File: src/hdl/edf_pkg.sv
package edf_pkg;

  // Defaults for the top-level parameters
  localparam int MAX_TASKS_DEF = 4;
  localparam int TIME_BITS_DEF = 16;

  // Configuration port
  localparam int CFG_W     = 48;
  localparam int CFG_IDX_W = 3;
  localparam int ACT_W     = 3;

  // Register indexes
  localparam logic [CFG_IDX_W-1:0] REG_ACTIVE = 3'd0;
  localparam logic [CFG_IDX_W-1:0] REG_TASK0  = 3'd1;

  // Field positions inside a task setup word
  localparam int PER_LSB = 32;
  localparam int CMP_LSB = 16;
  localparam int DL_LSB  = 0;

  // Result field widths
  localparam int RUN_W  = 2;
  localparam int MASK_W = 4;

  localparam logic [ACT_W-1:0] ACTIVE_RST = 3'd4;

endpackage

File: src/hdl/edf_tick_scheduler.sv
// Earliest-deadline-first tick scheduler.
// Input channel (in_valid/in_ready/in_restart): one request per scheduler tick.
// in_restart = 1 clears every counter so each enabled task is released on that
// tick. Result channel (out_valid/out_ready/out_*): one result per tick giving
// the task that ran (out_run_task, 0 when idle), out_idle, and the mask of tasks
// released on that tick.
// Configuration: cfg_we/cfg_index/cfg_data, index 0 = active task count, index
// 1..4 = task setup (period 47:32, computation 31:16, relative deadline 15:0).
// Write only while no tick is in flight. Out-of-range indexes are dropped.
// Operation: a tick scans one task slot per cycle through a single update/compare
// unit, then charges the winner's budget in a final step and loads the result
// register. A new request is taken only once the block is back in idle, so it
// cannot accept the next tick before the current one has finished.
// The output register holds a finished result while the next tick is scanned;
// if the receiver still stalls when that tick finishes, the block waits in its
// final step until the result register frees up.
// Reset (synchronous, active low): all counters zero, setups zero, active count
// four, no result pending. Every enabled task is released on the first tick.
module edf_tick_scheduler #(
  parameter int MAX_TASKS = edf_pkg::MAX_TASKS_DEF,
  parameter int TIME_BITS = edf_pkg::TIME_BITS_DEF
) (
  input  logic                         clk,
  input  logic                         rst_n,
  // tick requests
  input  logic                         in_valid,
  output logic                         in_ready,
  input  logic                         in_restart,
  // results
  output logic                         out_valid,
  input  logic                         out_ready,
  output logic [edf_pkg::RUN_W-1:0]    out_run_task,
  output logic                         out_idle,
  output logic [edf_pkg::MASK_W-1:0]   out_released_mask,
  // configuration
  input  logic                         cfg_we,
  input  logic [edf_pkg::CFG_IDX_W-1:0] cfg_index,
  input  logic [edf_pkg::CFG_W-1:0]    cfg_data
);

  localparam int IDX_W = (MAX_TASKS > 1) ? $clog2(MAX_TASKS) : 1;
  localparam logic [IDX_W-1:0] LAST_IDX = IDX_W'(MAX_TASKS - 1);
  localparam logic [edf_pkg::ACT_W-1:0] MAX_ACT = edf_pkg::ACT_W'(MAX_TASKS);

  typedef enum logic [1:0] {
    S_IDLE,
    S_SCAN,
    S_FIN
  } state_t;

  typedef logic [TIME_BITS-1:0] time_t;

  function automatic time_t count_down(input time_t v);
    count_down = (v == '0) ? '0 : (v - 1'b1);
  endfunction

  state_t state_r;

  // configuration
  logic [edf_pkg::ACT_W-1:0] active_r;
  time_t per_r [MAX_TASKS];
  time_t cmp_r [MAX_TASKS];
  time_t dln_r [MAX_TASKS];

  // per-task counters
  time_t rc_r  [MAX_TASKS];
  time_t bud_r [MAX_TASKS];
  time_t dc_r  [MAX_TASKS];

  // scan state
  logic [IDX_W-1:0]          k_r;
  logic                      restart_r;
  logic                      found_r;
  time_t                     best_r;
  logic [IDX_W-1:0]          best_idx_r;
  logic [edf_pkg::MASK_W-1:0] mask_r;

  // result register
  logic                       out_valid_r;
  logic [edf_pkg::RUN_W-1:0]  out_run_r;
  logic                       out_idle_r;
  logic [edf_pkg::MASK_W-1:0] out_mask_r;

  // shared slot unit
  logic [edf_pkg::ACT_W-1:0]  used;
  logic                       enable;
  logic                       rel;
  time_t                      rc_e, bud_e, dc_e;
  time_t                      rc_new, bud_new, dc_new;
  logic                       take;
  logic                       last;
  logic [edf_pkg::MASK_W-1:0] mask_nxt;
  logic [edf_pkg::CFG_IDX_W-1:0] cfg_slot;
  logic                       cfg_task_hit;
  logic                       fin_go;

  always_comb begin
    used    = (active_r > MAX_ACT) ? MAX_ACT : active_r;
    rc_e    = restart_r ? '0 : rc_r[k_r];
    bud_e   = restart_r ? '0 : bud_r[k_r];
    dc_e    = restart_r ? '0 : dc_r[k_r];
    enable  = (edf_pkg::ACT_W'(k_r) < used) && (per_r[k_r] != '0);
    rel     = enable && (rc_e == '0);
    rc_new  = rel ? per_r[k_r] : rc_e;
    bud_new = rel ? cmp_r[k_r] : bud_e;
    dc_new  = rel ? dln_r[k_r] : dc_e;
    // strict less-than keeps ties on the lower slot
    take    = enable && (bud_new != '0) && (!found_r || (dc_new < best_r));
    last    = (k_r == LAST_IDX);
    mask_nxt = mask_r | (edf_pkg::MASK_W'(rel) << k_r);
    cfg_slot = cfg_index - edf_pkg::REG_TASK0;
    cfg_task_hit = (cfg_index >= edf_pkg::REG_TASK0) &&
                   (int'(cfg_slot) < MAX_TASKS);
    // final step may load the result register
    fin_go  = (state_r == S_FIN) && (!out_valid_r || out_ready);
  end

  always_ff @(posedge clk) begin
    if (!rst_n) begin
      state_r     <= S_IDLE;
      active_r    <= edf_pkg::ACTIVE_RST;
      k_r         <= '0;
      restart_r   <= 1'b0;
      found_r     <= 1'b0;
      best_r      <= '0;
      best_idx_r  <= '0;
      mask_r      <= '0;
      out_valid_r <= 1'b0;
      out_run_r   <= '0;
      out_idle_r  <= 1'b0;
      out_mask_r  <= '0;
      for (int i = 0; i < MAX_TASKS; i++) begin
        per_r[i] <= '0;
        cmp_r[i] <= '0;
        dln_r[i] <= '0;
        rc_r[i]  <= '0;
        bud_r[i] <= '0;
        dc_r[i]  <= '0;
      end
    end else begin
      if (cfg_we) begin
        if (cfg_index == edf_pkg::REG_ACTIVE) begin
          active_r <= cfg_data[edf_pkg::ACT_W-1:0];
        end else if (cfg_task_hit) begin
          per_r[cfg_slot[IDX_W-1:0]] <= cfg_data[edf_pkg::PER_LSB +: TIME_BITS];
          cmp_r[cfg_slot[IDX_W-1:0]] <= cfg_data[edf_pkg::CMP_LSB +: TIME_BITS];
          dln_r[cfg_slot[IDX_W-1:0]] <= cfg_data[edf_pkg::DL_LSB +: TIME_BITS];
        end
      end

      if (fin_go) begin
        out_valid_r <= 1'b1;
      end else if (out_ready) begin
        out_valid_r <= 1'b0;
      end

      case (state_r)
        S_IDLE: begin
          if (in_valid) begin
            restart_r <= in_restart;
            k_r       <= '0;
            found_r   <= 1'b0;
            best_r    <= '0;
            mask_r    <= '0;
            state_r   <= S_SCAN;
          end
        end
        S_SCAN: begin
          rc_r[k_r]  <= count_down(rc_new);
          dc_r[k_r]  <= count_down(dc_new);
          bud_r[k_r] <= bud_new;
          mask_r     <= mask_nxt;
          if (take) begin
            found_r    <= 1'b1;
            best_r     <= dc_new;
            best_idx_r <= k_r;
          end
          if (last) begin
            // park the slot pointer on the winner for the budget charge
            k_r     <= take ? k_r : best_idx_r;
            state_r <= S_FIN;
          end else begin
            k_r <= k_r + 1'b1;
          end
        end
        S_FIN: begin
          if (fin_go) begin
            if (found_r) begin
              bud_r[k_r] <= bud_r[k_r] - 1'b1;
            end
            out_run_r   <= found_r ? edf_pkg::RUN_W'(k_r) : '0;
            out_idle_r  <= !found_r;
            out_mask_r  <= mask_r;
            state_r     <= S_IDLE;
          end
        end
        default: begin
          state_r <= S_IDLE;
        end
      endcase
    end
  end

  assign in_ready          = (state_r == S_IDLE);
  assign out_valid         = out_valid_r;
  assign out_run_task      = out_run_r;
  assign out_idle          = out_idle_r;
  assign out_released_mask = out_mask_r;

  // an idle tick never names a task
  a_idle_run_zero: assert property (@(posedge clk) disable iff (!rst_n)
    out_valid && out_idle |-> out_run_task == '0)
    else $error("idle result carries a task index");

  // the charged task still has budget
  a_charge_nonzero: assert property (@(posedge clk) disable iff (!rst_n)
    (state_r == S_FIN) && found_r |-> bud_r[k_r] != '0)
    else $error("winner has no budget to charge");

  // an accepted request makes the block busy
  a_busy_after_accept: assert property (@(posedge clk) disable iff (!rst_n)
    in_valid && in_ready |=> !in_ready)
    else $error("request taken while scanning");

  // reset leaves no pending result
  a_reset_empty: assert property (@(posedge clk)
    !rst_n |=> !out_valid)
    else $error("result pending after reset");

endmodule

File: config.mk
export PLATFORM = sky130hd
export DESIGN_NAME = edf_tick_scheduler
export DESIGN_NICKNAME = d
export VERILOG_FILES = /design/src/hdl/edf_pkg.sv /design/src/hdl/edf_tick_scheduler.sv
export SDC_FILE = /design/constraint.sdc
export NUM_CORES = 1
export LEC_CHECK = 0
export ABC_AREA = 1
export BUFFER_PORTS_ARGS = -buffer_cell sky130_fd_sc_hd__buf_4
export CELL_PAD_IN_SITES_DETAIL_PLACEMENT = 1
export CELL_PAD_IN_SITES_GLOBAL_PLACEMENT = 2
export CORE_MARGIN = 4
export CORE_UTILIZATION = 43
export DETAILED_ROUTE_END_ITERATION = 16
export GPL_TIMING_DRIVEN = 0
export PLACE_DENSITY_LB_ADDON = 0.1
export SYNTH_ARGS = -nofsm -noshare
export SYNTH_HDL_FRONTEND = slang
export SYNTH_SLANG_ARGS = --single-unit
File: constraint.sdc
create_clock -name clk -period 7.15 [get_ports clk]
set_input_delay 1.7875 -clock clk [delete_from_list [all_inputs] [get_ports clk]]
set_output_delay 1.7875 -clock clk [all_outputs]
set_load 0.03 [all_outputs]
### Yosys cells after proc, flatten, opt, wreduce, memory -nomap -nowiden

Memory sizes are Yosys's and may differ from the RTL's. A register that Yosys moved wholly into a read port is not among the register bits.
Cells that the tools add are included.

* $add $sub $neg: 5
* magnitude comparators: 5
* equality and inequality tests: 7
* shift-type cells: 1
* mux-type cells: 73
* bitwise gates (word level): 2
* reductions and logical operators: 31

Operators with widths (count)
* 2-to-1 mux 16 bit: 17
* OR reduction 16 bit: 6
* 2-to-1 mux 2 bit: 25
* zero test 16 bit: 3
* subtractor 16 x 1 -> 16 bit (second input constant): 3
* case mux 16 bit (2 select lines): 1
* nonzero test 16 bit: 2
* 2-to-1 mux 1 bit: 24
* less-than comparator 16 bit: 1
* inequality test 2 bit (second input constant): 4
* case mux 4 bit (2 select lines): 1
* AND reduction 2 bit: 4
* logical AND 1 bit: 6
* case mux 2 bit (3 select lines): 1
* AND reduction 3 bit: 2
* == test 2 bit (second input constant): 2
* 2-to-1 mux 4 bit: 1
* OR 4 bit: 1
* case mux 2 bit (2 select lines): 1
* nonzero test 2 bit: 2
* << shifter 1 x 2 -> 4 bit: 1
* >= comparator 3 x 1 -> 1 bit (second input constant): 1
* greater-than comparator 3 bit (second input constant): 1
* zero test 3 bit: 1
* other kinds (11): 13

* bits in registers: 39
* RAM bits: 384
* input bits: 57
* memories kept: 6

Memory list
* bud_r: depth 4, width 16, rd ports 1, clocked after Yosys merged registers in 1, write ports 4, line edf_tick_scheduler.sv:67 `time_t bud_r [MAX_TASKS];`
* cmp_r: depth 4, width 16, rd ports 1, clocked after Yosys merged registers in 1, write ports 4, line edf_tick_scheduler.sv:62 `time_t cmp_r [MAX_TASKS];`
* dc_r: depth 4, width 16, rd ports 1, clocked after Yosys merged registers in 1, write ports 4, line edf_tick_scheduler.sv:68 `time_t dc_r [MAX_TASKS];`
* dln_r: depth 4, width 16, rd ports 1, clocked after Yosys merged registers in 1, write ports 4, line edf_tick_scheduler.sv:63 `time_t dln_r [MAX_TASKS];`
* per_r: depth 4, width 16, rd ports 1, clocked after Yosys merged registers in 1, write ports 4, line edf_tick_scheduler.sv:61 `time_t per_r [MAX_TASKS];`
* rc_r: depth 4, width 16, rd ports 1, clocked after Yosys merged registers in 1, write ports 4, line edf_tick_scheduler.sv:66 `time_t rc_r [MAX_TASKS];`

### Longest topological paths before layout

Gate-level depths: netlist (run 1).

* word-level depth: 14
* mapped depth: 32
* depth with buffers taken out: 29

### Worst setup path after synthesis (run 1)

No wires, ideal clock.

* kind: input port to flip-flop
* start point: in cfg_index[1] in the netlist's numbering
* end point: mem cmp_r[0][0] in the netlist's numbering, enable pin
* setup time: 583 ps
* arrival time: 4175 ps
* path slack: 2393 ps
* stages on the path: 10
* buffers on the path: 2
* cells stage by stage: inv_1 -> ha_1 -> o311ai_0 -> o21ai_0 -> nand3_1 -> nor2_1 -> nand2_1 -> clkbuf_1 -> clkbuf_1 -> nand2_1

RTL lines
* start, declared: line edf_tick_scheduler.sv:37 `input logic [edf_pkg::CFG_IDX_W-1:0] cfg_index,`
* end, declared: line edf_tick_scheduler.sv:62

==> flow_summary.ini, run 1 <==
[floorplanning]
die-area_sq_mm = 0.0516
fp.dieH_um = 227
core_area_sq_mm = 0.0476
num_rows = 80
die_w_um = 227
start_util_pct = 43.3
io_pins = 66

[synth]
ys_ff_latch = 425
synthSimpleGateAreaFrac_pct = 21.7
synth_compound_gate_area_share_pct = 8.37
yosys_warnings = 0
avgSynthCellArea_sq_um = 9.13
synth-edff-count = 384
yosysUniqueCellTypes = 48
synth_top_family_by_area = simple AND/OR/NAND/NOR gates
synth.net_count = 2342
syn_inst = 2260
yosys.area_share.adder_pct = 1.52
muxShareOfSynthArea_pct = 0
synthFlopType = edfxtp_1
synth_async_sr_flop_share_pct = 0
yosysSeqAreaShare_pct = 59.8
syn_area_sq_mm = 0.0206
synthXorXnorAreaFrac_pct = 1.19

[drt]
antenna_left = 0
first_pass_iters = 5
drt-total-wl_um = 73200
routedWlPerCell_um = 24.2
vias = 16833
vias_per_cell = 5.55
drt_iter0_drc = 1454
drc = 0

[sta]
finalClockSkew_ns = 0.0115
tns_ns = 0
worst_slew_pin_slew_ns = 1.16
rsz0062_at_grt = false
post-route-min-period_ns = 5.69
hold_violations = 0
finalSetupViolCount = 0
relSlewSlack_pct = 22.5
slew_viol_final = 0
whs_ns = 0.456
min_period_over_period_pct = 79.6
maxClockFrequency_mhz = 176

[worst_hold_path]
hp-start = active_r[1]
hp-class = reg -> reg

[placed_design]
port_buffers = 64
hpwl_um = 51300
routabilityCongestion = 0.895

[setup_path]
worstSetupPathType = in -> reg
critPathSlowestCell = nand2_1
path_cells = clkbuf_1 > inv_2 > nor2_1 > buf_1 > nor2_1 > inv_1 > nand3_1 > clkbuf_1 > nand2_1
cp_data_arrival_time_ns = 5.91
worstPathRequired_ns = 7.37
max_stage_delay_ns = 0.78
worst_setup_path_start_kind = input port
critPathLaunch = rst_n
worstSetupEndpointType = flip-flop
crit_fanout = 16

[final_layout]
multiInputGateArea_sq_mm = 0.00680
layout_commonest_cell = nor2_1
final_cell_mix = nor2_1, nand2_1, edfxtp_1, inv_1, nand3_1
final_nets = 2460
num_antenna_cells = 0
nFillCells = 5535
regArea_sq_mm = 0.0124
drive_gt1_share_pct = 9.85
layout-area-overhead-vs-synth_pct = 14.1

[clock_tree]
clock_sinks = 425
cts_root_buf = clkbuf_16
cts_buffer_depth = 3
post_cts_buffers = 0
hold_buffers = 0
clk_pin_slew_ns = 0.06
cts_tree = done
insertion_delay_ns = 0.60
htree_num_levels = 2
cts_made_buffers = 48
ctsResizeCount = 0

[global_routing]
grt_use_total_pct = 28.5
grt_pass1_vias = 17504
antenna_found_initial = 2
grt_start_max_net_pins = 49
grt_pass1_wl_um = 109000
overflow = 0

[outcome]
outcome = complete, no violations

[power_and_ir_drop]
power_density_mw_per_mm2 = 269
p_leak_uw = 0.00963
power_uw = 6340
peakVddDrop_mv = 0.323

[job]
cap_violations = 0
## power by group
group          internal (uW)  leakage (uW)  total, uW  switching [uW]
clock network           1440      0.000756       2480            1040
registers               2860       0.00416       2900            43.0
logic                    257       0.00471        956             699
total                   4550       0.00963       6340            1790
## per-stage QoR
stage	area, sq um	std cells	setup WS [ns]	utilization, %
floorplan	20600	2260	2.39	-
global placement	21900	2939	0.453	46.0
detailed placement	22000	2943	0.832	46.2
CTS	23600	3031	1.45	49.5
global route	23600	3031	1.33	49.5
finish	23600	3031	1.46	49.5
## layout make-up
type | instances | share of cell area, %
sequential | 425 | 52.4
clock inverter | 27 | 1.18
tap | 615 | 3.27
inverter | 246 | 3.92
buffer | 123 | 2.54
clock buffer | 61 | 5.39
multi-input combinational | 1466 | 28.9
timing repair buffer | 68 | 2.41
## cell usage after synthesis, types with 3 or more instances
master,n,area share [%]
nand3_1,118,2.9
a31oi_1,9,0.27
a32oi_1,11,0.47
o31ai_1,3,0.11
xnor2_1,3,0.13
buf_4,7,0.25
a21oi_1,81,2.0
inv_2,32,0.58
edfxtp_1,384,56
dfxtp_1,41,4.0
o22ai_1,33,1.0
nor2_1,500,9.1
o21a_1,7,0.25
inv_1,212,3.9
clkbuf_1,73,1.3
buf_1,10,0.18
nor2_2,5,0.15
or2_2,5,0.15
buf_6,11,0.60
o21ai_2,3,0.13
xor2_1,25,1.1
nand4_1,7,0.21
buf_2,22,0.53
nor3_1,8,0.19
nand2_1,452,8.2
ha_1,25,1.5
or2_1,10,0.30
o21ai_0,101,2.4
nor3_2,3,0.15
o21ai_1,22,0.53
a221o_1,14,0.68
## worst max-delay path: cells and delay by family
kind,cells,cell delay [ns]
and+or+nand+nor,4,1.77
buffers and inverters,5,2.32
## final timing paths
check,end,slack [ns],cells after the start
max,bud_r[1][13],1.46,9
min,active_r[1],0.46,2
max reg2reg,best_r[14],1.68,23
min reg2reg,active_r[1],0.46,2
## logic make-up (layout without fill, tap and decap cells)
family,after synthesis,after routing
AO/OA/AOI/OAI,296,296
XOR/XNOR,28,28
AND/OR/NAND/NOR,1117,1117
adder cells (fa/ha/maj),25,25
buffers and inverters,369,525
flip-flops,425,425
## registers in the layout, summed over array words and instances (netlist names), 3 cells and up, named ones only
name	cells
active_r	3
best_r	16
bud_r	64
cmp_r	64
dc_r	64
dln_r	64
mask_r	4
out_released_mask	4
per_r	64
rc_r	64
## routing by layer
layer | part of all wire [%] | GRT usage (%) | up-vias
li1 | - | - | 7706
met4 | 3.6 | 9.49 | 0
met3 | 5.9 | 4.49 | 138
met1 | 44 | 39.1 | 8482
met2 | 47 | 46.7 | 507
met5 | 0 | 0 | -
(Power assumes the default switching activity.)
==> run 2, diff against run 1 <==
--- a/config.mk
+++ b/config.mk
@@ -5,12 +5,12 @@
 export SDC_FILE = /design/constraint.sdc
 export NUM_CORES = 1
 export LEC_CHECK = 0
-export ABC_AREA = 1
+export ABC_AREA = 0
 export BUFFER_PORTS_ARGS = -buffer_cell sky130_fd_sc_hd__buf_4
 export CELL_PAD_IN_SITES_DETAIL_PLACEMENT = 1
 export CELL_PAD_IN_SITES_GLOBAL_PLACEMENT = 2
 export CORE_MARGIN = 4
-export CORE_UTILIZATION = 43
+export CORE_UTILIZATION = 40
 export DETAILED_ROUTE_END_ITERATION = 16
 export GPL_TIMING_DRIVEN = 0
 export PLACE_DENSITY_LB_ADDON = 0.1
==> constraint.sdc (replaced) <==
create_clock -name clk -period 5 [get_ports clk]
set_input_delay 1.25 -clock clk [delete_from_list [all_inputs] [get_ports clk]]
set_output_delay 1.25 -clock clk [all_outputs]
set_load 0.03 [all_outputs]
==> flow_summary.ini, run 2 <==
[outcome]
outcome = complete, but fails checks
violations = setup timing

[power_and_ir_drop]
p_leak_uw = 0.00904
peakVddDrop_mv = 0.246
power_density_mw_per_mm2 = 363

[clock_tree]
cts_root_buf = clkbuf_16
insertion_delay_ns = 0.62
cts_tree = done
hold_buffers = 0
clk_pin_slew_ns = 0.06
clock_sinks = 425
cts_made_buffers = 49
htree_num_levels = 2
cts_buffer_depth = 3

[worst_hold_path]
hp-class = reg -> reg

[setup_path]
worstPathRequired_ns = 5.48
worstSetupPathType = reg -> reg
cp_data_arrival_time_ns = 5.54
worst_setup_path_start_kind = flip-flop
worstSetupEndpointType = flip-flop
crit_fanout = 8

[floorplanning]
start_util_pct = 40.7
die_w_um = 235
core_area_sq_mm = 0.0505
io_pins = 66
num_rows = 82
fp.dieH_um = 235
die-area_sq_mm = 0.0551

[final_layout]
num_antenna_cells = 0
drive_gt1_share_pct = 24.0
final_cell_mix = edfxtp_1, and2_1, nor2_1, buf_4, nand2_1
layout_commonest_cell = edfxtp_1
fin_util_pct = 49.5
layout-area-overhead-vs-synth_pct = 21.5
stdcell_area_sq_mm = 0.0250
final_nets = 1845

[drt]
vias = 13892
drt-total-wl_um = 65800
antenna_left = 0
drt_iter0_drc = 1029
drc = 0
first_pass_iters = 5
vias_per_cell = 5.62
routedWlPerCell_um = 26.6

[synth]
synthFlopType = edfxtp_1
yosys_warnings = 0
ys_ff_latch = 425
syn_area_sq_mm = 0.0206
synth_commonest_cells = edfxtp_1, and2_1, nor2_1, nand2_1, mux4_2
yosysSeqAreaShare_pct = 60.1
synth.net_count = 1659
synth_area_leaders = edfxtp_1, mux4_2, and2_1, dfxtp_1, nor2_1
synth_top_cell_area_share_pct = 56.1
synth_async_sr_flop_share_pct = 0
yosysUniqueCellTypes = 75
synth_area_leader_cell = edfxtp_1
avgSynthCellArea_sq_um = 13.0
synth.most_common_cell = edfxtp_1
synth-edff-count = 384
syn_inst = 1577

[sta]
hold_violations = 0
post-route-min-period_ns = 5.07
setup_slack_ns = -0.0666
rsz0062_at_grt = true
finalSetupViolCount = 23
tns_ns = -1.00
min_period_over_period_pct = 101
worst_slew_pin_slew_ns = 1.02
finalClockSkew_ns = 0.0359
slew_viol_final = 0
relSlewSlack_pct = 32.1
maxClockFrequency_mhz = 197

[global_routing]
grt_use_total_pct = 23.7
antenna_found_initial = 2
grt_pass1_wl_um = 97500
grt_start_max_net_pins = 49
grt_pass1_vias = 14788
overflow = 0

[placed_design]
place_area_sq_mm = 0.0223
routabilityCongestion = 0.859
port_buffers = 65
hpwl_um = 46000

[job]
cap_violations = 0
-- run 2: power by group --
group          internal [uW]  switching, uW
clock network           2110           1510
logic                    531            793
registers               4070           58.3
total                   6720           2360
-- run 2: what timing repair did --
action,4_1_cts,5_1_grt
cloned,2,0
resized for setup,120,34
buffers inserted,50,10
setup endpoints to repair,218,110
pin swaps,16,4
-- run 2: layout make-up --
class,instances,area (sq um)
buffer,94,693
tap,672,841
clock inverter,28,305
fill,5140,25500
sequential,425,12400
multi-input combinational,1000,7980
clock buffer,62,1310
inverter,55,206
timing repair buffer,138,1300
-- run 2: routing by layer --
metal  track usage [%]  vias to the layer above  wire length (um)
met5                 0                        -                13
met4              6.84                        2              2040
met3              4.42                      104              3890
met2              38.5                      406             31100
met1              32.8                     7173             28800
li1                  -                     6207                 -
-- run 2: worst paths after layout --
| check | slack, ns | start | cells after the start | end |
|---|---|---|---|---|
| max | -0.07 | flip-flop | 20 | best_r[3] |
| min | 0.46 | best_r[2] | 2 | best_r[2] |
| max reg2reg | -0.07 | flip-flop | 20 | best_r[3] |
| min reg2reg | 0.46 | best_r[2] | 2 | best_r[2] |
-- run 2: worst max-delay path: stages, from the launching register on --
cell and delay [ns]:
dfxtp_4 0.39, buf_12 0.14, buf_6 0.10, mux4_2 0.54, or4_4 0.45, or2_4 0.27
or4_4 0.66, and3_4 0.20, or2_1 0.22, buf_6 0.14, ha_4 0.21, a21o_1 0.15
a21o_1 0.17, a21o_1 0.17, a21o_1 0.18, a21oi_2 0.14, o21ai_2 0.08, nor3_4 0.25
nand2_4 0.15, buf_12 0.19, mux2i_1 0.11
-- run 2: cells by family after synthesis --
kind of cell / Yosys count / share of synthesized area, %
and+or+nand+nor: 666 / 16.9
DFF: 425 / 60.1
buffers and inverters: 152 / 3.33
AOI/OAI and AO/OA: 149 / 4.83
muxes: 131 / 12.1
xor gates and xnor gates: 29 / 1.24
adders and majority gates: 25 / 1.52
-- run 2: metrics by stage --
step / hold slack [ns] / setup WS (ns) / power (uW) / instances
floorplan: 0.425 / 0.00448 / 4900 / 1577
global placement: 0.445 / -2.32 / 5310 / 2314
detailed placement: 0.457 / -2.20 / 5360 / 2326
CTS: 0.465 / -0.0243 / 9120 / 2467
global route: 0.477 / -0.194 / 9420 / 2474
finish: 0.461 / -0.0666 / 9080 / 2474
==> run 3, diff against run 2 <==
--- a/config.mk
+++ b/config.mk
@@ -5,12 +5,12 @@
 export SDC_FILE = /design/constraint.sdc
 export NUM_CORES = 1
 export LEC_CHECK = 0
-export ABC_AREA = 0
+export ABC_AREA = 1
 export BUFFER_PORTS_ARGS = -buffer_cell sky130_fd_sc_hd__buf_4
 export CELL_PAD_IN_SITES_DETAIL_PLACEMENT = 1
 export CELL_PAD_IN_SITES_GLOBAL_PLACEMENT = 2
 export CORE_MARGIN = 4
-export CORE_UTILIZATION = 40
+export CORE_UTILIZATION = 36
 export DETAILED_ROUTE_END_ITERATION = 16
 export GPL_TIMING_DRIVEN = 0
 export PLACE_DENSITY_LB_ADDON = 0.1
==> flow_summary.ini, run 3 (synthesis results as in run 1) <==
[outcome]
outcome = complete, no violations

[drt]
routedWlPerCell_um = 23.9
wl_met1_um = 33400
first_pass_iters = 5
antenna_left = 0
maxUsedRoutingLayer = met4
drt-total-wl_um = 75800
met2_wirelength_um = 35000
vias_per_cell = 5.25
dr_wl_met3_um = 4740
vias = 16656
drt_iter0_drc = 1212
drc = 0

[placed_design]
place_ws_ns = -1.09
post-place-cells = 3084
port_buffers = 64
routabilityCongestion = 0.842
place_area_sq_mm = 0.0222
hpwl_um = 53000

[sta]
worst_slew_pin_slew_ns = 1.29
finalClockSkew_ns = 0.0134
hold_violations = 0
relSlewSlack_pct = 14.1
post-route-min-period_ns = 4.82
setup_slack_ns = 0.180
slew_viol_final = 0
min_period_over_period_pct = 96.4
finalSetupViolCount = 0
maxClockFrequency_mhz = 207
whs_ns = 0.455

[final_layout]
final_nets = 2460
stdcell_count = 3174
stdcell_area_sq_mm = 0.0239
num_antenna_cells = 0
layout_commonest_cell = nor2_1
final_cell_mix = nor2_1, nand2_1, edfxtp_1, inv_1, nand3_1
drive_gt1_share_pct = 11.9
layout-area-overhead-vs-synth_pct = 15.9

[setup_path]
max_stage_delay_ns = 0.62
crit_fanout = 16
path_cells = clkbuf_1 > inv_2 > nor2_1 > clkdlybuf4s15_2 > nor2_1 > inv_1 > nand3_1 > clkbuf_1 > nand2_2
worstSetupPathType = in -> reg
worst_setup_path_start_kind = input port
critPathSlowestCell = clkbuf_1
worstPathRequired_ns = 5.18
cp_data_arrival_time_ns = 5.00
reg2reg_to = k_r[1]
ff2ff_path_depth = 18
worstSetupEndpointType = flip-flop
critPathLaunch = rst_n
rrSetupSlack_ns = 0.31

[floorplanning]
num_rows = 87
io_pins = 66
fp.dieH_um = 247
die-area_sq_mm = 0.0612
start_util_pct = 36.5
core_area_sq_mm = 0.0566
die_w_um = 247

[power_and_ir_drop]
p_leak_uw = 0.00975
power_switching_uw = 2650
p_clk_share_pct = 40.3
switching_share_pct = 28.6
p_int_uw = 6620
comb_power_share_pct = 15.0
power_density_mw_per_mm2 = 387
seqPwrFrac_pct = 44.7
peakVddDrop_mv = 0.257
power_uw = 9270

[global_routing]
grt_start_max_net_pins = 49
overflow = 0
grt_pass1_wl_um = 111000
grt_pass1_vias = 17162
antenna_found_initial = 0
grt_use_total_pct = 24.8

[clock_tree]
htree_num_levels = 2
clock_sinks = 425
cts_buffer_depth = 3
insertion_delay_ns = 0.61
ctsResizeCount = 20
cts_tree = done
cts_made_buffers = 50
cts_root_buf = clkbuf_16
hold_buffers = 0
clk_pin_slew_ns = 0.06
post_cts_buffers = 0

[worst_hold_path]
min_to = active_r[0]
hp-class = reg -> reg
whs_path_depth = 2
hp-start = active_r[0]

[job]
cap_violations = 0
==> run 3: cell count changes in the layout (fill, tap and decap cells not counted), moves of 33 or more <==
cell,before,now
a21oi_1,46,79
and2_1,217,0
buf_4,121,72
inv_1,54,211
inv_2,0,33
mux4_2,94,0
nand2_1,99,439
nand3_1,21,118
nor2_1,151,498
nor3_1,59,7
o21ai_0,16,99
==> run 3: worst max path at each step <==
stage                   end  slack [ns]  cells past startpoint
3_3_place_gp    per_r[0][6]       -1.34                     11
4_1_cts          best_r[14]       0.003                     21
3_5_place_dp   bud_r[1][15]       -1.09                      9
6_report        bud_r[1][3]        0.18                      9
5_1_grt           best_r[5]     -0.0006                     26
2_1_floorplan   cmp_r[0][0]        0.78                     10
==> run 3: critical path, delay by kind of cell <==
| kind | cells | cell delay (ns) |
|---|---|---|
| buf+inv | 5 | 1.99 |
| simple gates | 4 | 1.71 |
==> run 3: layer usage <==
layer,vias to the layer above,GRT usage [%]
met5,-,0
met4,0,8.40
met3,118,4.63
met2,474,40.1
met1,8359,33.6
li1,7705,-
==> run 3: through the flow <==
step | utilization (%) | TNS (ns)
floorplan | - | 0
global route | 42.3 | -0.000568
finish | 42.3 | 0
global placement | 39.0 | -327.23
CTS | 42.2 | 0
detailed placement | 39.2 | -48.53
==> run 3: final cells by class <==
cell class                 count  area [sq um]
fill                        6485         32700
sequential                   425         12400
multi-input combinational   1466          6880
clock buffer                  60          1290
tap                          756           946
inverter                     246           923
buffer                       121           637
timing repair buffer          68           561
clock inverter                32           345
==> run 3: power by group through the flow <==
| stage | sequential (uW) | clock, uW | combinational, uW |
|---|---|---|---|
| 2_1_floorplan | 4200 | 0 | 822 |
| 3_3_place_gp | 4220 | 0 | 1340 |
| 6_report | 4140 | 3730 | 1390 |
| 5_1_grt | 4160 | 3930 | 1540 |
| 4_1_cts | 4140 | 3790 | 1390 |
| 3_5_place_dp | 4220 | 0 | 1380 |
